File: config.mk
export PLATFORM = sky130hd
export DESIGN_NAME = bounded_deque_with_reverse_swap
export DESIGN_NICKNAME = d
export VERILOG_FILES = /design/src/sv/bdq_pkg.sv /design/src/sv/bdq_ram.sv /design/src/sv/bdq_ctrl.sv /design/src/sv/bounded_deque_with_reverse_swap.sv
export SDC_FILE = /design/constraint.sdc
export NUM_CORES = 1
export LEC_CHECK = 0
export BUFFER_PORTS_ARGS = -buffer_cell sky130_fd_sc_hd__buf_2
export CORE_UTILIZATION = 49
export CTS_CLUSTER_DIAMETER = 50
export DETAILED_ROUTE_END_ITERATION = 8
export PLACE_DENSITY_LB_ADDON = 0.2
export SYNTH_ARGS = -nofsm -noshare
export SYNTH_HDL_FRONTEND = slang
export SYNTH_HIERARCHICAL = 1
export SYNTH_SLANG_ARGS = --single-unit
File: constraint.sdc
create_clock -name clk_i -period 13.8 [get_ports clk_i]
set_clock_uncertainty 0.1 [all_clocks]
set_input_delay 1.38 -clock clk_i [delete_from_list [all_inputs] [get_ports clk_i]]
set_output_delay 1.38 -clock clk_i [all_outputs]
set_load 0.05 [all_outputs]
File: src/sv/bdq_pkg.sv
// shared types and constants for the bounded deque with reverse and swap
// no dependencies; used by bdq_ctrl and bounded_deque_with_reverse_swap
`default_nettype none

package bdq_pkg;

  localparam int unsigned DEPTH    = 16;
  localparam int unsigned PTR_W    = $clog2(DEPTH);
  localparam int unsigned CNT_W    = PTR_W + 1;
  localparam int unsigned OP_W     = 3;
  localparam int unsigned STATUS_W = 2;
  localparam int unsigned VALUE_W  = 32;

  typedef enum logic [OP_W-1:0] {
    OP_PUSH_FRONT = 3'd0,
    OP_POP_FRONT  = 3'd1,
    OP_POP_BACK   = 3'd2,
    OP_REVERSE    = 3'd3,
    OP_SWAP       = 3'd4,
    OP_CLEAR      = 3'd5
  } op_e;

  typedef enum logic [STATUS_W-1:0] {
    ST_OK    = 2'd0,
    ST_FULL  = 2'd1,
    ST_EMPTY = 2'd2,
    ST_RANGE = 2'd3
  } status_e;

  typedef struct packed {
    logic [OP_W-1:0]           op;
    logic signed [VALUE_W-1:0] value;
    logic [PTR_W-1:0]          pos_a;
    logic [PTR_W-1:0]          pos_b;
  } req_t;

  typedef struct packed {
    logic signed [VALUE_W-1:0] popped_value;
    logic                      popped_valid;
    logic [STATUS_W-1:0]       status;
    logic [CNT_W-1:0]          element_count;
    logic                      is_empty;
  } resp_t;

  // what the pointer logic asks of the datapath for one request
  typedef struct packed {
    logic [PTR_W-1:0]    rd_addr_a;
    logic [PTR_W-1:0]    rd_addr_b;
    logic                wr_en;
    logic [PTR_W-1:0]    wr_addr;
    logic                pop;
    logic                swap;
    logic [STATUS_W-1:0] status;
    logic [CNT_W-1:0]    count;
  } plan_t;

endpackage

`default_nettype wire

File: src/sv/bdq_ram.sv
// generic ram: one write port, two read ports with registered read data
// no dependencies
`default_nettype none

module bdq_ram #(
  parameter int unsigned WIDTH = 32,
  parameter int unsigned DEPTH = 16
) (
  input  wire logic                     clk_i,
  input  wire logic                     we_i,
  input  wire logic [$clog2(DEPTH)-1:0] waddr_i,
  input  wire logic [WIDTH-1:0]         wdata_i,
  input  wire logic [$clog2(DEPTH)-1:0] raddr_a_i,
  input  wire logic [$clog2(DEPTH)-1:0] raddr_b_i,
  output logic      [WIDTH-1:0]         rdata_a_o,
  output logic      [WIDTH-1:0]         rdata_b_o
);

  logic [WIDTH-1:0] mem_q [DEPTH];

  always_ff @(posedge clk_i) begin
    if (we_i) begin
      mem_q[waddr_i] <= wdata_i;
    end
    rdata_a_o <= mem_q[raddr_a_i];
    rdata_b_o <= mem_q[raddr_b_i];
  end

endmodule

`default_nettype wire

File: src/sv/bdq_ctrl.sv
// ring pointer state: front index, element count, direction flag
// depends on bdq_pkg; turns each request into ram accesses and a status
`default_nettype none

module bdq_ctrl (
  input  wire logic          clk_i,
  input  wire logic          rst_ni,
  input  wire logic          accept_i,
  input  wire bdq_pkg::req_t req_i,
  output bdq_pkg::plan_t     plan_o
);

  logic [bdq_pkg::PTR_W-1:0] front_q, front_d;
  logic [bdq_pkg::CNT_W-1:0] count_q, count_d;
  logic                      rev_q, rev_d;

  logic [bdq_pkg::CNT_W-1:0] count_m1;
  logic [bdq_pkg::PTR_W-1:0] back_addr;
  logic [bdq_pkg::PTR_W-1:0] swap_addr_a;
  logic [bdq_pkg::PTR_W-1:0] swap_addr_b;
  logic [bdq_pkg::PTR_W-1:0] front_fwd;
  logic [bdq_pkg::PTR_W-1:0] front_bwd;
  logic                      range_bad;

  // ring arithmetic wraps naturally at the power-of-two depth
  assign count_m1    = count_q - bdq_pkg::CNT_W'(1);
  assign back_addr   = rev_q ? front_q - count_m1[bdq_pkg::PTR_W-1:0]
                             : front_q + count_m1[bdq_pkg::PTR_W-1:0];
  assign swap_addr_a = rev_q ? front_q - req_i.pos_a : front_q + req_i.pos_a;
  assign swap_addr_b = rev_q ? front_q - req_i.pos_b : front_q + req_i.pos_b;
  // one step toward the back, and one step out past the front
  assign front_fwd   = rev_q ? front_q - bdq_pkg::PTR_W'(1) : front_q + bdq_pkg::PTR_W'(1);
  assign front_bwd   = rev_q ? front_q + bdq_pkg::PTR_W'(1) : front_q - bdq_pkg::PTR_W'(1);
  assign range_bad   = ({1'b0, req_i.pos_a} >= count_q) || ({1'b0, req_i.pos_b} >= count_q);

  always_comb begin
    front_d          = front_q;
    count_d          = count_q;
    rev_d            = rev_q;
    plan_o.rd_addr_a = front_q;
    plan_o.rd_addr_b = front_q;
    plan_o.wr_en     = 1'b0;
    plan_o.wr_addr   = front_q;
    plan_o.pop       = 1'b0;
    plan_o.swap      = 1'b0;
    plan_o.status    = bdq_pkg::ST_OK;
    unique case (req_i.op)
      bdq_pkg::OP_PUSH_FRONT: begin
        if (count_q == bdq_pkg::CNT_W'(bdq_pkg::DEPTH)) begin
          plan_o.status = bdq_pkg::ST_FULL;
        end else begin
          if (count_q != '0) begin
            front_d = front_bwd;
          end
          plan_o.wr_en   = 1'b1;
          plan_o.wr_addr = front_d;
          count_d        = count_q + bdq_pkg::CNT_W'(1);
        end
      end
      bdq_pkg::OP_POP_FRONT: begin
        if (count_q == '0) begin
          plan_o.status = bdq_pkg::ST_EMPTY;
        end else begin
          plan_o.rd_addr_a = front_q;
          plan_o.pop       = 1'b1;
          count_d          = count_m1;
          if (count_m1 != '0) begin
            front_d = front_fwd;
          end
        end
      end
      bdq_pkg::OP_POP_BACK: begin
        if (count_q == '0) begin
          plan_o.status = bdq_pkg::ST_EMPTY;
        end else begin
          plan_o.rd_addr_a = back_addr;
          plan_o.pop       = 1'b1;
          count_d          = count_m1;
        end
      end
      bdq_pkg::OP_REVERSE: begin
        if (count_q > bdq_pkg::CNT_W'(1)) begin
          front_d = back_addr;
          rev_d   = ~rev_q;
        end
      end
      bdq_pkg::OP_SWAP: begin
        if (range_bad) begin
          plan_o.status = bdq_pkg::ST_RANGE;
        end else begin
          plan_o.rd_addr_a = swap_addr_a;
          plan_o.rd_addr_b = swap_addr_b;
          plan_o.swap      = 1'b1;
        end
      end
      bdq_pkg::OP_CLEAR: begin
        front_d = '0;
        count_d = '0;
        rev_d   = 1'b0;
      end
      default: begin
      end
    endcase
    plan_o.count = count_d;
  end

  always_ff @(posedge clk_i or negedge rst_ni) begin
    if (!rst_ni) begin
      front_q <= '0;
      count_q <= '0;
      rev_q   <= 1'b0;
    end else if (accept_i) begin
      front_q <= front_d;
      count_q <= count_d;
      rev_q   <= rev_d;
    end
  end

endmodule

`default_nettype wire

File: src/sv/bounded_deque_with_reverse_swap.sv
// the result beat appears in the cycle after the request is taken
// throughput: one request per cycle while busy is low; a swap keeps busy
//   high until its two write-backs to the single ram write port are done
// reset: front index, count and direction flag clear at once; ram contents
//   stay undefined and need no clearing pass; the receiver cannot stall
`default_nettype none

module bounded_deque_with_reverse_swap #(
  parameter int unsigned DATA_WIDTH = 32
) (
  input  wire logic          clk_i,
  input  wire logic          rst_ni,
  input  wire logic          start,
  output logic               busy,
  input  wire bdq_pkg::req_t req_i,
  output logic               result_valid_o,
  output bdq_pkg::resp_t     result_o
);

  // request accepted this cycle
  logic accept;

  // plan from the pointer logic for the request on the inputs
  bdq_pkg::plan_t plan;

  // ring ram ports
  logic                      ram_we;
  logic [bdq_pkg::PTR_W-1:0] ram_waddr;
  logic [DATA_WIDTH-1:0]     ram_wdata;
  logic [DATA_WIDTH-1:0]     ram_rdata_a;
  logic [DATA_WIDTH-1:0]     ram_rdata_b;

  // width adaptation between the 32-bit fields and the stored word
  logic [DATA_WIDTH+bdq_pkg::VALUE_W-1:0] push_ext;
  logic [DATA_WIDTH-1:0]                  push_data;
  logic [DATA_WIDTH+bdq_pkg::VALUE_W-1:0] pop_ext;

  // result stage, lines up with the registered ram read data
  logic                         s1_valid_q;
  logic                         s1_swap_q;
  logic                         s1_pop_q;
  logic [bdq_pkg::STATUS_W-1:0] s1_status_q;
  logic [bdq_pkg::CNT_W-1:0]    s1_count_q;
  logic [bdq_pkg::PTR_W-1:0]    s1_addr_a_q;
  logic [bdq_pkg::PTR_W-1:0]    s1_addr_b_q;

  // second write-back of a swap
  logic                         s2_valid_q;
  logic [bdq_pkg::PTR_W-1:0]    s2_addr_q;
  logic [DATA_WIDTH-1:0]        s2_data_q;

  logic swap_wb1;

  assign swap_wb1 = s1_valid_q && s1_swap_q;

  // a swap owns the write port until both of its write-backs are done
  assign busy   = swap_wb1 || s2_valid_q;
  assign accept = start && !busy;

  bdq_ctrl u_ctrl (
    .clk_i    (clk_i),
    .rst_ni   (rst_ni),
    .accept_i (accept),
    .req_i    (req_i),
    .plan_o   (plan)
  );

  // push value keeps its low bits, or is zero-extended into a wider word
  assign push_ext  = {{DATA_WIDTH{1'b0}}, req_i.value};
  assign push_data = push_ext[DATA_WIDTH-1:0];

  // write port: a push writes when taken; a swap writes back from s1, then
  // s2 (no request is taken then, so the sources never collide)
  always_comb begin
    priority if (swap_wb1) begin
      ram_we    = 1'b1;
      ram_waddr = s1_addr_a_q;
      ram_wdata = ram_rdata_b;
    end else if (s2_valid_q) begin
      ram_we    = 1'b1;
      ram_waddr = s2_addr_q;
      ram_wdata = s2_data_q;
    end else begin
      ram_we    = accept && plan.wr_en;
      ram_waddr = plan.wr_addr;
      ram_wdata = push_data;
    end
  end

  bdq_ram #(
    .WIDTH (DATA_WIDTH),
    .DEPTH (bdq_pkg::DEPTH)
  ) u_ram (
    .clk_i     (clk_i),
    .we_i      (ram_we),
    .waddr_i   (ram_waddr),
    .wdata_i   (ram_wdata),
    .raddr_a_i (plan.rd_addr_a),
    .raddr_b_i (plan.rd_addr_b),
    .rdata_a_o (ram_rdata_a),
    .rdata_b_o (ram_rdata_b)
  );

  // control of the result and write-back stages
  always_ff @(posedge clk_i or negedge rst_ni) begin
    if (!rst_ni) begin
      s1_valid_q <= 1'b0;
      s1_swap_q  <= 1'b0;
      s2_valid_q <= 1'b0;
    end else begin
      s1_valid_q <= accept;
      s1_swap_q  <= accept && plan.swap;
      s2_valid_q <= swap_wb1;
    end
  end

  // payload of the stages, no reset needed
  always_ff @(posedge clk_i) begin
    if (accept) begin
      s1_pop_q    <= plan.pop;
      s1_status_q <= plan.status;
      s1_count_q  <= plan.count;
      s1_addr_a_q <= plan.rd_addr_a;
      s1_addr_b_q <= plan.rd_addr_b;
    end
    if (swap_wb1) begin
      // old value of the first position goes to the second position
      s2_addr_q <= s1_addr_b_q;
      s2_data_q <= ram_rdata_a;
    end
  end

  // popped word back to the 32-bit field, zero-extended when narrower
  assign pop_ext = {{bdq_pkg::VALUE_W{1'b0}}, ram_rdata_a};

  // result beat: one cycle per accepted request
  assign result_valid_o         = s1_valid_q;
  assign result_o.popped_value  = s1_pop_q ? pop_ext[bdq_pkg::VALUE_W-1:0]
                                           : '0;
  assign result_o.popped_valid  = s1_pop_q;
  assign result_o.status        = s1_status_q;
  assign result_o.element_count = s1_count_q;
  assign result_o.is_empty      = (s1_count_q == '0);

  // every accepted request yields exactly one result beat next cycle
  a_accept_result : assert property (@(posedge clk_i) disable iff (!rst_ni)
    accept |=> result_valid_o)
    else $error("accepted request produced no result beat");

  // the second write-back only ever follows the first one
  a_swap_order : assert property (@(posedge clk_i) disable iff (!rst_ni)
    s2_valid_q |-> $past(swap_wb1))
    else $error("swap second write-back without first");

  // nothing is taken during the first write-back of a swap
  a_swap_blocks : assert property (@(posedge clk_i) disable iff (!rst_ni)
    swap_wb1 |=> !result_valid_o)
    else $error("result beat during swap write-back");

  // a pop that returns data always reports ok, and count stays in range
  a_result_sane : assert property (@(posedge clk_i) disable iff (!rst_ni)
    result_valid_o |-> (!result_o.popped_valid || result_o.status == bdq_pkg::ST_OK)
                       && (result_o.element_count <= bdq_pkg::CNT_W'(bdq_pkg::DEPTH)))
    else $error("inconsistent result beat");

endmodule

`default_nettype wire

======== Word-level counts from Yosys, hierarchy flattened ========
Memories as Yosys holds them, arrays and structs flattened. A register that Yosys moved wholly into a read port is not among the register bits.
Cells that the tools add are included.
word-level totals
  word-level logic and storage cells ...... 93
  bits in writable memories ............... 512
  register bits after elaboration ......... 65
  input bits .............................. 46
  memories ................................ 1
  output and inout bits ................... 43
memories
  memory       depth  bits a word  rd ports  clocked after Yosys merged registers in  wr ports  RTL line       RTL
  u_ram.mem_q  16     32           2         2                                        1         bdq_ram.sv:19  logic [WIDTH-1:0] mem_q [DEPTH];
cells by class
  bitwise gates (word level) .............. 1
  eq/ne operators ......................... 10
  reductions and logical operators ........ 17
  $lt $le $gt $ge ......................... 3
  add/subtract/negate cells ............... 10
  muxes and demuxes ....................... 38
operator list
  cell                                                                             number
  32-bit 2-to-1 mux                                                                3
  4-bit 2-to-1 mux                                                                 14
  5-bit 2-to-1 mux                                                                 4
  4-bit case mux with 4 select lines                                               1
  5-bit case mux with 3 select lines                                               1
  4-bit adder                                                                      3
  4-bit subtractor                                                                 3
  4-bit by 5-bit greater-or-equal comparator with 1-bit output                     2
  5-bit logical NOT                                                                2
  5-bit nonzero test                                                               2
  1-bit 2-to-1 mux                                                                 9
  8-bit 2-to-1 mux                                                                 1
  4-bit case mux with 2 select lines                                               1
  3-bit by 2-bit == test with 1-bit output, second input constant                  2
  3-bit == test, second input constant                                             2
  2-bit case mux with 3 select lines                                               1
  6-bit AND reduction                                                              1
  5-bit by 1-bit adder with 5-bit output, second input constant                    1
  5-bit == test, second input constant                                             1
  5-bit by 1-bit greater-than comparator with 1-bit output, second input constant  1
  5-bit by 1-bit subtractor with 5-bit output, second input constant               1
  4-bit by 1-bit adder with 4-bit output, second input constant                    1
  1-bit logical AND                                                                4
  2-bit 2-to-1 mux                                                                 2
  13 further kinds                                                                 16

======== Depth between registers and ports, before layout ========
Gate-level depths: netlist of run 1.
  depth after elaboration ................. 10
  depth in mapped cells ................... 16
  gate-level depth less buffers ........... 14

======== By module ========
The synthesis of run 1 kept the hierarchy.
by module, submodules not included
  module                           cells an instance  seq. area each (um^2)  instances  area an instance (um^2)
  bdq_ram                          1,141              16,656.0               1          24,188.2
  bounded_deque_with_reverse_swap  223                1,636.6                1          2,731.4
  bdq_ctrl                         287                250.2                  1          2,292.2

======== Least setup slack after synthesis of run 1 ========
No wires, ideal clock.
  path kind ............................... input to register
  start point ............................. input port req_i[40] (netlist name)
  end point ............................... memory u_ram.mem_q[0][0], enable pin
  path slack .............................. 8,041 ps
  setup time .............................. 461 ps
  path buffers ............................ 1
  data required time ...................... 13,239 ps
  arrival time ............................ 5,198 ps
  stages .................................. 9
  path through ............................ buf_4 nor3_1 nand2_1 a21oi_1 xor2_1 mux2i_1 o21ai_0 or3b_2 nor3_1
RTL lines
  what                RTL line                               RTL
  start: declaration  bounded_deque_with_reverse_swap.sv:15  input wire bdq_pkg::req_t req_i,
  end: declaration    bdq_ram.sv:19

==> results of run 1 <==
## logic make-up (layout without fill, tap and decap cells)
| family | after synthesis | after routing | synth area share [%] |
|---|---|---|---|
| flops | 641 | 641 | 63.5 |
| xor+xnor | 27 | 27 | 0.857 |
| fa+ha+maj | 27 | 27 | 1.23 |
| simple gates | 258 | 258 | 4.46 |
| mux | 298 | 298 | 21.2 |
| buf+inv | 149 | 310 | 2.76 |
| compound gates | 251 | 251 | 6.01 |
## registers in the layout (all words and copies together) (netlist names)
register,cells
s1_addr_b_q,4
u_ctrl/count_q,5
u_ctrl/front_q,4
u_ram/rdata_a_o,32
u_ram/mem_q,512
s1_swap_q,1
s2_addr_q,4
s1_addr_a_q,4
s2_data_q,32
u_ram/rdata_b_o,32
s2_valid_q,1
u_ctrl/rev_q,1
s1_count_q,5
result_valid_o,1
s1_status_q,2
s1_pop_q,1
## report_power, final
group / switching, µW / internal, µW / leakage (µW)
clock network: 762 / 1100 / 0.00113
registers: 127 / 2340 / 0.00579
logic: 1700 / 1280 / 0.00393
## routing by layer
layer / wire length, µm / part of all wire (%)
met2: 38300 / 51
met3: 5250 / 7.0
met5: 0 / 0
met1: 29100 / 39
met4: 2130 / 2.8
## final timing paths
| check | from | end | slack, ns | depth (start not counted) |
|---|---|---|---|---|
| max | u_ctrl/count_q[0] | u_ram/rdata_a_o[0] | 8.23 | 11 |
| min | s1_addr_b_q[2] | s2_addr_q[2] | 0.32 | 0 |
| max reg2reg | u_ctrl/count_q[0] | u_ram/rdata_a_o[0] | 8.23 | 11 |
| min reg2reg | s1_addr_b_q[2] | s2_addr_q[2] | 0.32 | 0 |
| max in group asynchronous | rst_ni | result_valid_o | 12.73 | 1 |
| min in group asynchronous | rst_ni | u_ctrl/count_q[2] | 0.58 | 1 |
## layout make-up
class / instances / area share (%)
inverters: 21 / 0.239
flip-flops and latches: 641 / 56.3
repair buffers: 161 / 3.04
clock inverters: 33 / 0.987
multi-input cells: 861 / 30.6
well taps: 773 / 2.93
clock buffers: 95 / 5.98
## stage by stage
stage | instances | utilization (%)
floorplan | 1651 | -
global placement | 2457 | 52.1
detailed placement | 2457 | 52.1
CTS | 2585 | 56.0
global route | 2585 | 56.0
finish | 2585 | 56.0
## critical path, cell delays in order, from the launching register on
cell	delay, ns
dfrtp_1	0.59
inv_1	0.23
ha_1	0.37
nor4b_4	0.80
or3_1	0.45
nand3_1	0.19
o221ai_4	0.10
buf_4	0.82
buf_4	0.94
mux4_2	0.43
a22oi_1	0.25
nand2_1	0.08
## cells in the final DEF (no fill, tap or decap), types with 42 or more instances in the layout
| master | synthesis | routed |
|---|---|---|
| mux4_2 | 256 | 256 |
| a22oi_1 | 129 | 129 |
| edfxtp_1 | 564 | 564 |
| o21ai_0 | 50 | 50 |
| nand3_1 | 42 | 42 |
| nand2_1 | 83 | 83 |
| clkbuf_16 | 1 | 74 |
| buf_4 | 26 | 72 |
| dfxtp_1 | 64 | 64 |
| buf_2 | 23 | 88 |
==> summary by stage, run 1 <==
Outcome
The flow ran to the end, and the final reports show no timing, DRC or antenna violations.

Global route
The wire length of the first global-routing pass is 111 mm. For this run, global-route usage on met2 was measured as 43.1%. The most used routing layer in global routing is met2.

Global routing consumed, on the met3 layer, 3.69% of the routing resources. The overall track demand over capacity in global routing is 25.4%. The initial antenna violation count is 0.

After global routing the overflow that remains totals 0. The met1 track demand over resource in global routing is 33.5%. The largest net degree at the start of global routing is 94. The via count of the first global-routing pass is 17,000.

Critical path
STA classifies the critical path startpoint as a flip-flop. The data arrival at the endpoint of the critical path is 5.96 ns. At the worst endpoint, the required time is 14.20 ns. The critical path is of the reg2reg type.

In this run the worst path has a maximum fanout of 65. The sort of element at the end of the critical path is a flip-flop.

Die
The initial utilization of the core area, before any placement, comes to 49.6%. The floorplan step set the die width to 246 µm. The die is 246 µm tall.

The number of placement rows is 89. Pin placement for this block handled 89 I/O pins. The die covers 0.0606 mm². After floorplanning, the core was sized to cover 0.0589 mm².

Synthesis
Yosys mapped a number of flops with a built-in enable equal to 564. The number of library cell types mapped by synthesis is 77. In this run, synthesis produced a sequential element count of 641. The register area share after synthesis is 63.5%. The leading register cell type out of synthesis is edfxtp_1. Counting flops with an async set or reset pin after synthesis yields a share of 2.03%. The cell count after synthesis is 1,651. The commonest cells after synthesis are edfxtp_1, mux4_2, a22oi_1. The share of synthesized area in the top cell type comes to 58.0%. The cell area that synthesis handed to floorplanning was 0.0292 mm². In the post-synthesis netlist, the biggest area contributors are edfxtp_1, mux4_2, dfxtp_1. The library cell with the largest summed area after synthesis is edfxtp_1.

Yosys printed 6 warnings. Yosys instantiated no cell more often than edfxtp_1. The mean post-synth cell area is 17.7 µm². The net count after synthesis is 1,724.

Flow run
Max-cap violations in this run came to 0.

STA
Based on the critical path, the design can be clocked at up to 0.180 GHz. The count of final max-slew check failures is 0. Summed over all failing endpoints, the final setup total negative slack is 0 ns.

Across all hold checks on the routed design, the worst slack comes to 0.321 ns. Setup repair after global routing left no endpoint under its margin. The final critical-path setup slack is 8.23 ns. The final critical path takes up 40.3% of the cycle.

The final period demand of the worst path is 5.57 ns. The max-slew headroom at the worst pin is 28.5%. The hold violation total from the final report is 0. For the pin with the worst max-slew slack, the measured transition is 1.07 ns.

Setup violations remaining at the end of the flow were counted as 0.

Place
In this run the tool buffered the top-level ports with 88 buffer cells. Detailed placement ended at an HPWL of 38.2 mm. The placer's final routability congestion estimate is 0.842.

After detailed placement, the total cell area comes to 0.0307 mm². At the placement stage, the worst setup path has a slack of 7.70 ns.

CTS
The total clock buffers created by CTS is 71. TritonCTS built the clock tree. The clock sink count is 641. Buffers inserted to repair hold after CTS numbered 0.

In this run the post-CTS setup repair buffer count came out at 0. Clock-pin slew was measured on the worst setup and hold paths at 0.06 ns. Once the clock tree was built, the resizer swapped 0 gates to a different size. The later pin in the worst-skew pair is clocked with a latency of 0.61 ns. The H-tree was split into 3 levels. The number of buffers between clock root and the deepest sink is 3. The library cell used as clock root buffer is clkbuf_16.

Min path
The worst hold path class is reg2reg.

Power
For this design the static power due to leakage is 0.0108 µW. The largest voltage drop on the vdd net is 199 µV. The power density over the cells is 222 mW/mm². The total chip power is 7310 µW.

Layout
The multi-input combinational cells in the finished layout cover a total of 0.0101 mm². The signed area change from the synthesized netlist to the final layout is 12.8%. The final net count is 1,830. In the final layout, flip-flops and latches occupy 0.0185 mm². The ratio of cells with drive above 1 in the final layout is 31.7%. The number of antenna diodes in the final layout is 0. After routing the design area is 0.0330 mm². The layout has 4,464 filler cells.

Detailed routing
For this run, design rule violations remaining after detail routing come to 0. Summed over all layers, the routed wires come to 74.8 mm. The first routing iteration left 1,542 violations.

After detailed routing, the number of vias per cell comes to 6.39. In the final routed layout, each cell accounts on average for 28.9 µm. The number of detailed-routing iterations run before antenna repair is 6. The count of nets left with antenna violations once routing finished came out at 0.

The routed layout has 16,500 vias.
Note: power is estimated with default switching activity, not from simulation.
==> run 2: changes to the inputs <==
==> constraint.sdc (replaced) <==
create_clock -name clk_i -period 5.4 [get_ports clk_i]
set_clock_uncertainty 0.1 [all_clocks]
set_input_delay 0.54 -clock clk_i [delete_from_list [all_inputs] [get_ports clk_i]]
set_output_delay 0.54 -clock clk_i [all_outputs]
set_load 0.05 [all_outputs]
==> summary by stage, run 2 (synthesized netlist as in run 1, its figures left out) <==
Outcome
The run finished with clean final reports.

Layout
The number of flip-flops in the largest register is 512 (unchanged). The final net count is 1,834 (+0.22%). Ranked by flip-flop count, first place goes to u_ram/mem_q. The most common library cell in the layout ignoring fill and taps is edfxtp_1. The signed area change from the synthesized netlist to the final layout is 14.4%. In the layout the commonest cells are edfxtp_1, mux4_2, a22oi_1.

The ratio of cells with drive above 1 in the final layout was 32.8% (+1.1 points).

CTS
The number of H-tree levels is 3 (unchanged). The number of buffers between clock root and the deepest sink is 3 (unchanged). The CTS clock-pin slew for the worst setup and hold paths came to 0.06 ns (about the same). The clock sink count is 641 (unchanged). The clock insertion delay at the later pin of the skew report is 0.61 ns (about the same).

The total clock buffers created by CTS is 72 (+1.4%). The CTS tree is yes. The total setup buffers inserted after CTS is 0 (unchanged). The post-cts gate resize count came to 0 (unchanged). The hold buffer count at cts came to 1 (+1). The library cell used as clock root buffer is clkbuf_16.

Critical path
Traced cell by cell, the critical path runs through inv_1, ha_1, nand3_1, nand2_1, xnor2_1, mux2i_1, o21ai_0, nand2_1, nor2_4, buf_4. The depth of the worst register-to-register path is 10 (-1). The peak per-stage delay on the critical path is 0.83 ns (-0.11 ns).

The highest fanout seen on the critical path is 17 (-74%). In this run the critical register-to-register path is launched from u_ctrl/count_q[1]. The category of the most critical setup path is reg2reg. The critical register-to-register path endpoint is u_ram/mem_q[3][12]. The critical path launch point type is a flip-flop.

The slowest stage of the critical path belongs to the cell o21ai_0. The endpoint required time on the critical path was 5.60 ns (-8.60 ns). The sort of element at the end of the critical path is a flip-flop. The most frequent cell on the critical path is nand2_1.

The data arrival at the endpoint of the critical path came to 4.74 ns (-1.22 ns). The reg-to-reg setup timing slack came to 0.86 ns (-7.38 ns).

STA
The post-route fraction of the period consumed by the critical path is 84.1% (+44 points). The hold slack is 0.106 ns (-0.215 ns). The transition time of the tightest slew-check pin is 1.12 ns (+0.0481 ns).

Setup repair after global routing left no endpoint under its margin. The max-slew headroom at the worst pin came to 24.8% (-3.7 points). The count of final max-slew check failures is 0 (unchanged). The hold violation total from the final report is 0 (unchanged).

The top achievable clock speed is 0.220 GHz (+23%). The final-report setup violation count was 0 (unchanged). The final period demand of the worst path was 4.54 ns (-1.02 ns). The final-layout setup total negative slack is 0 ns (unchanged).

Power
The cell-internal power was 12,400 µW (+160%). The largest voltage drop on the vdd net was 423 µV (+110%). The power density over the cells is 574 mW/mm² (+160%).

The leakage power total was 0.0110 µW (+1.6%). The part of the total power dissipated in sequential elements is 32.7% (-1.0 points). The fraction of power spent switching nets is 35.2% (-0.24 points). The fraction of power consumed by combinational cells is 41.0% (+0.2 points).

The clock group share of total power is 26.3% (+0.8 points). The switching power of the nets is 6760 µW (+160%).

Detailed routing
The average detailed-routed wire length per instance was 28.7 µm (-0.65%). The number of detailed-routing iterations run before antenna repair came to 6 (unchanged). The DRC violation total after the first TritonRoute iteration is 1,784 (+16%). The via density per instance came to 6.46 (+0.99%). The final antenna-violating net count came to 0 (unchanged). The total routed wirelength is 74.5 mm (-0.34%). The via count is 16,700 (+1.3%). The post-route DRC violation count is 0 (unchanged).

Die
The full die area came to 0.0606 mm² (unchanged). The area of the core region is 0.0589 mm² (unchanged). The overall die width is 246 µm (unchanged). The number of placement rows is 89 (unchanged). The die boundary height is 246 µm (unchanged).

The starting density of the core is 49.6% (unchanged). The number of I/O pins was 89 (unchanged).

Place
The port buffer count is 88 (unchanged). The detailed placement HPWL is 42.0 mm (+10%). The placer's final routability congestion estimate came to 0.835 (-0.82%).

Min path
For hold timing, the worst endpoint is s1_swap_q. The worst hold path belongs to the class in2reg. The instance count along the most critical hold path is 2 (+2). The launch point of the worst hold path is start.

Flow run
The reported max-cap violation count was 0 (unchanged).

Global route
The wire length of the first global-routing pass is 112 mm (+1.2%). The largest net degree at the start of global routing was 70 (-26%). The global route total overflow was 0 (unchanged). The overall track demand over capacity in global routing came to 25.4% (-0.032 points). The via count of the first global-routing pass was 17,400 (+2.5%).

The initial antenna violation count is 0 (unchanged).
## run 2: cell types whose count changed in the layout (fill, tap and decap cells not counted), sizes merged
cell	delta
diode	+1
clkbuf	-2
bufinv	+2
dlygate4sd3	+1
buf	+2
inv	-1
clkinvlp	+5
## run 2: final cells by class
| cell class | instances | area [µm²] |
|---|---|---|
| sequential | 641 | 18500 |
| tap | 773 | 967 |
| antenna | 1 | 2.50 |
| clock inverter | 39 | 453 |
| clock buffer | 93 | 2020 |
| inverter | 21 | 78.8 |
| timing repair buffer | 164 | 1280 |
| fill | 4446 | 25500 |
| multi-input combinational | 861 | 10100 |
## run 2: routing by layer
metal  routed length, µm  up-vias  track usage [%]
met5                   0        -                0
met3                5520      116             4.01
met2               37200      707             42.0
met1               30400     8869             34.8
li1                    -     7052                -
met4                1440        0             7.34
## run 2: worst max path at each step
stage	startpoint	end	slack, ns	cells after the start
floorplan	u_ctrl/count_q[0]	u_ram/mem_q[0][0]	0.48	11
global placement	u_ctrl/count_q[3]	u_ram/rdata_a_o[5]	0.97	11
detailed placement	req_i[41]	u_ram/mem_q[3][6]	0.84	9
CTS	u_ctrl/count_q[3]	u_ram/rdata_a_o[19]	0.93	11
global route	u_ctrl/count_q[3]	u_ram/rdata_a_o[19]	0.64	11
finish	u_ctrl/count_q[1]	u_ram/mem_q[3][12]	0.86	10
## run 2: metrics by stage
stage | cell area, µm² | util, % | power, µW | setup slack (ns) | cells
detailed placement | 30900 | 52.5 | 14200 | 0.840 | 2459
global route | 33400 | 56.7 | 20000 | 0.640 | 2592
CTS | 33400 | 56.7 | 19300 | 0.928 | 2592
global placement | 30900 | 52.5 | 14200 | 0.966 | 2459
floorplan | 29200 | - | 12000 | 0.478 | 1651
finish | 33400 | 56.7 | 19200 | 0.857 | 2593
## run 2: power by group through the flow
stage / clock (µW) / sequential, µW / combinational (µW)
global placement: 0 / 6360 / 7820
finish: 5050 / 6270 / 7860
detailed placement: 0 / 6370 / 7870
CTS: 5130 / 6270 / 7890
global route: 5310 / 6310 / 8400
floorplan: 0 / 6260 / 5710
## run 2: worst max-delay path: cells and delay by family (launching register included)
kind	cells	cell delay, ns
adder cells (fa/ha/maj)	1	0.42
multiplexers	1	0.09
buffers and inverters	2	0.55
XOR/XNOR	1	0.17
AO/OA/AOI/OAI	1	0.83
AND/OR/NAND/NOR	4	1.61
flip-flops	1	0.46
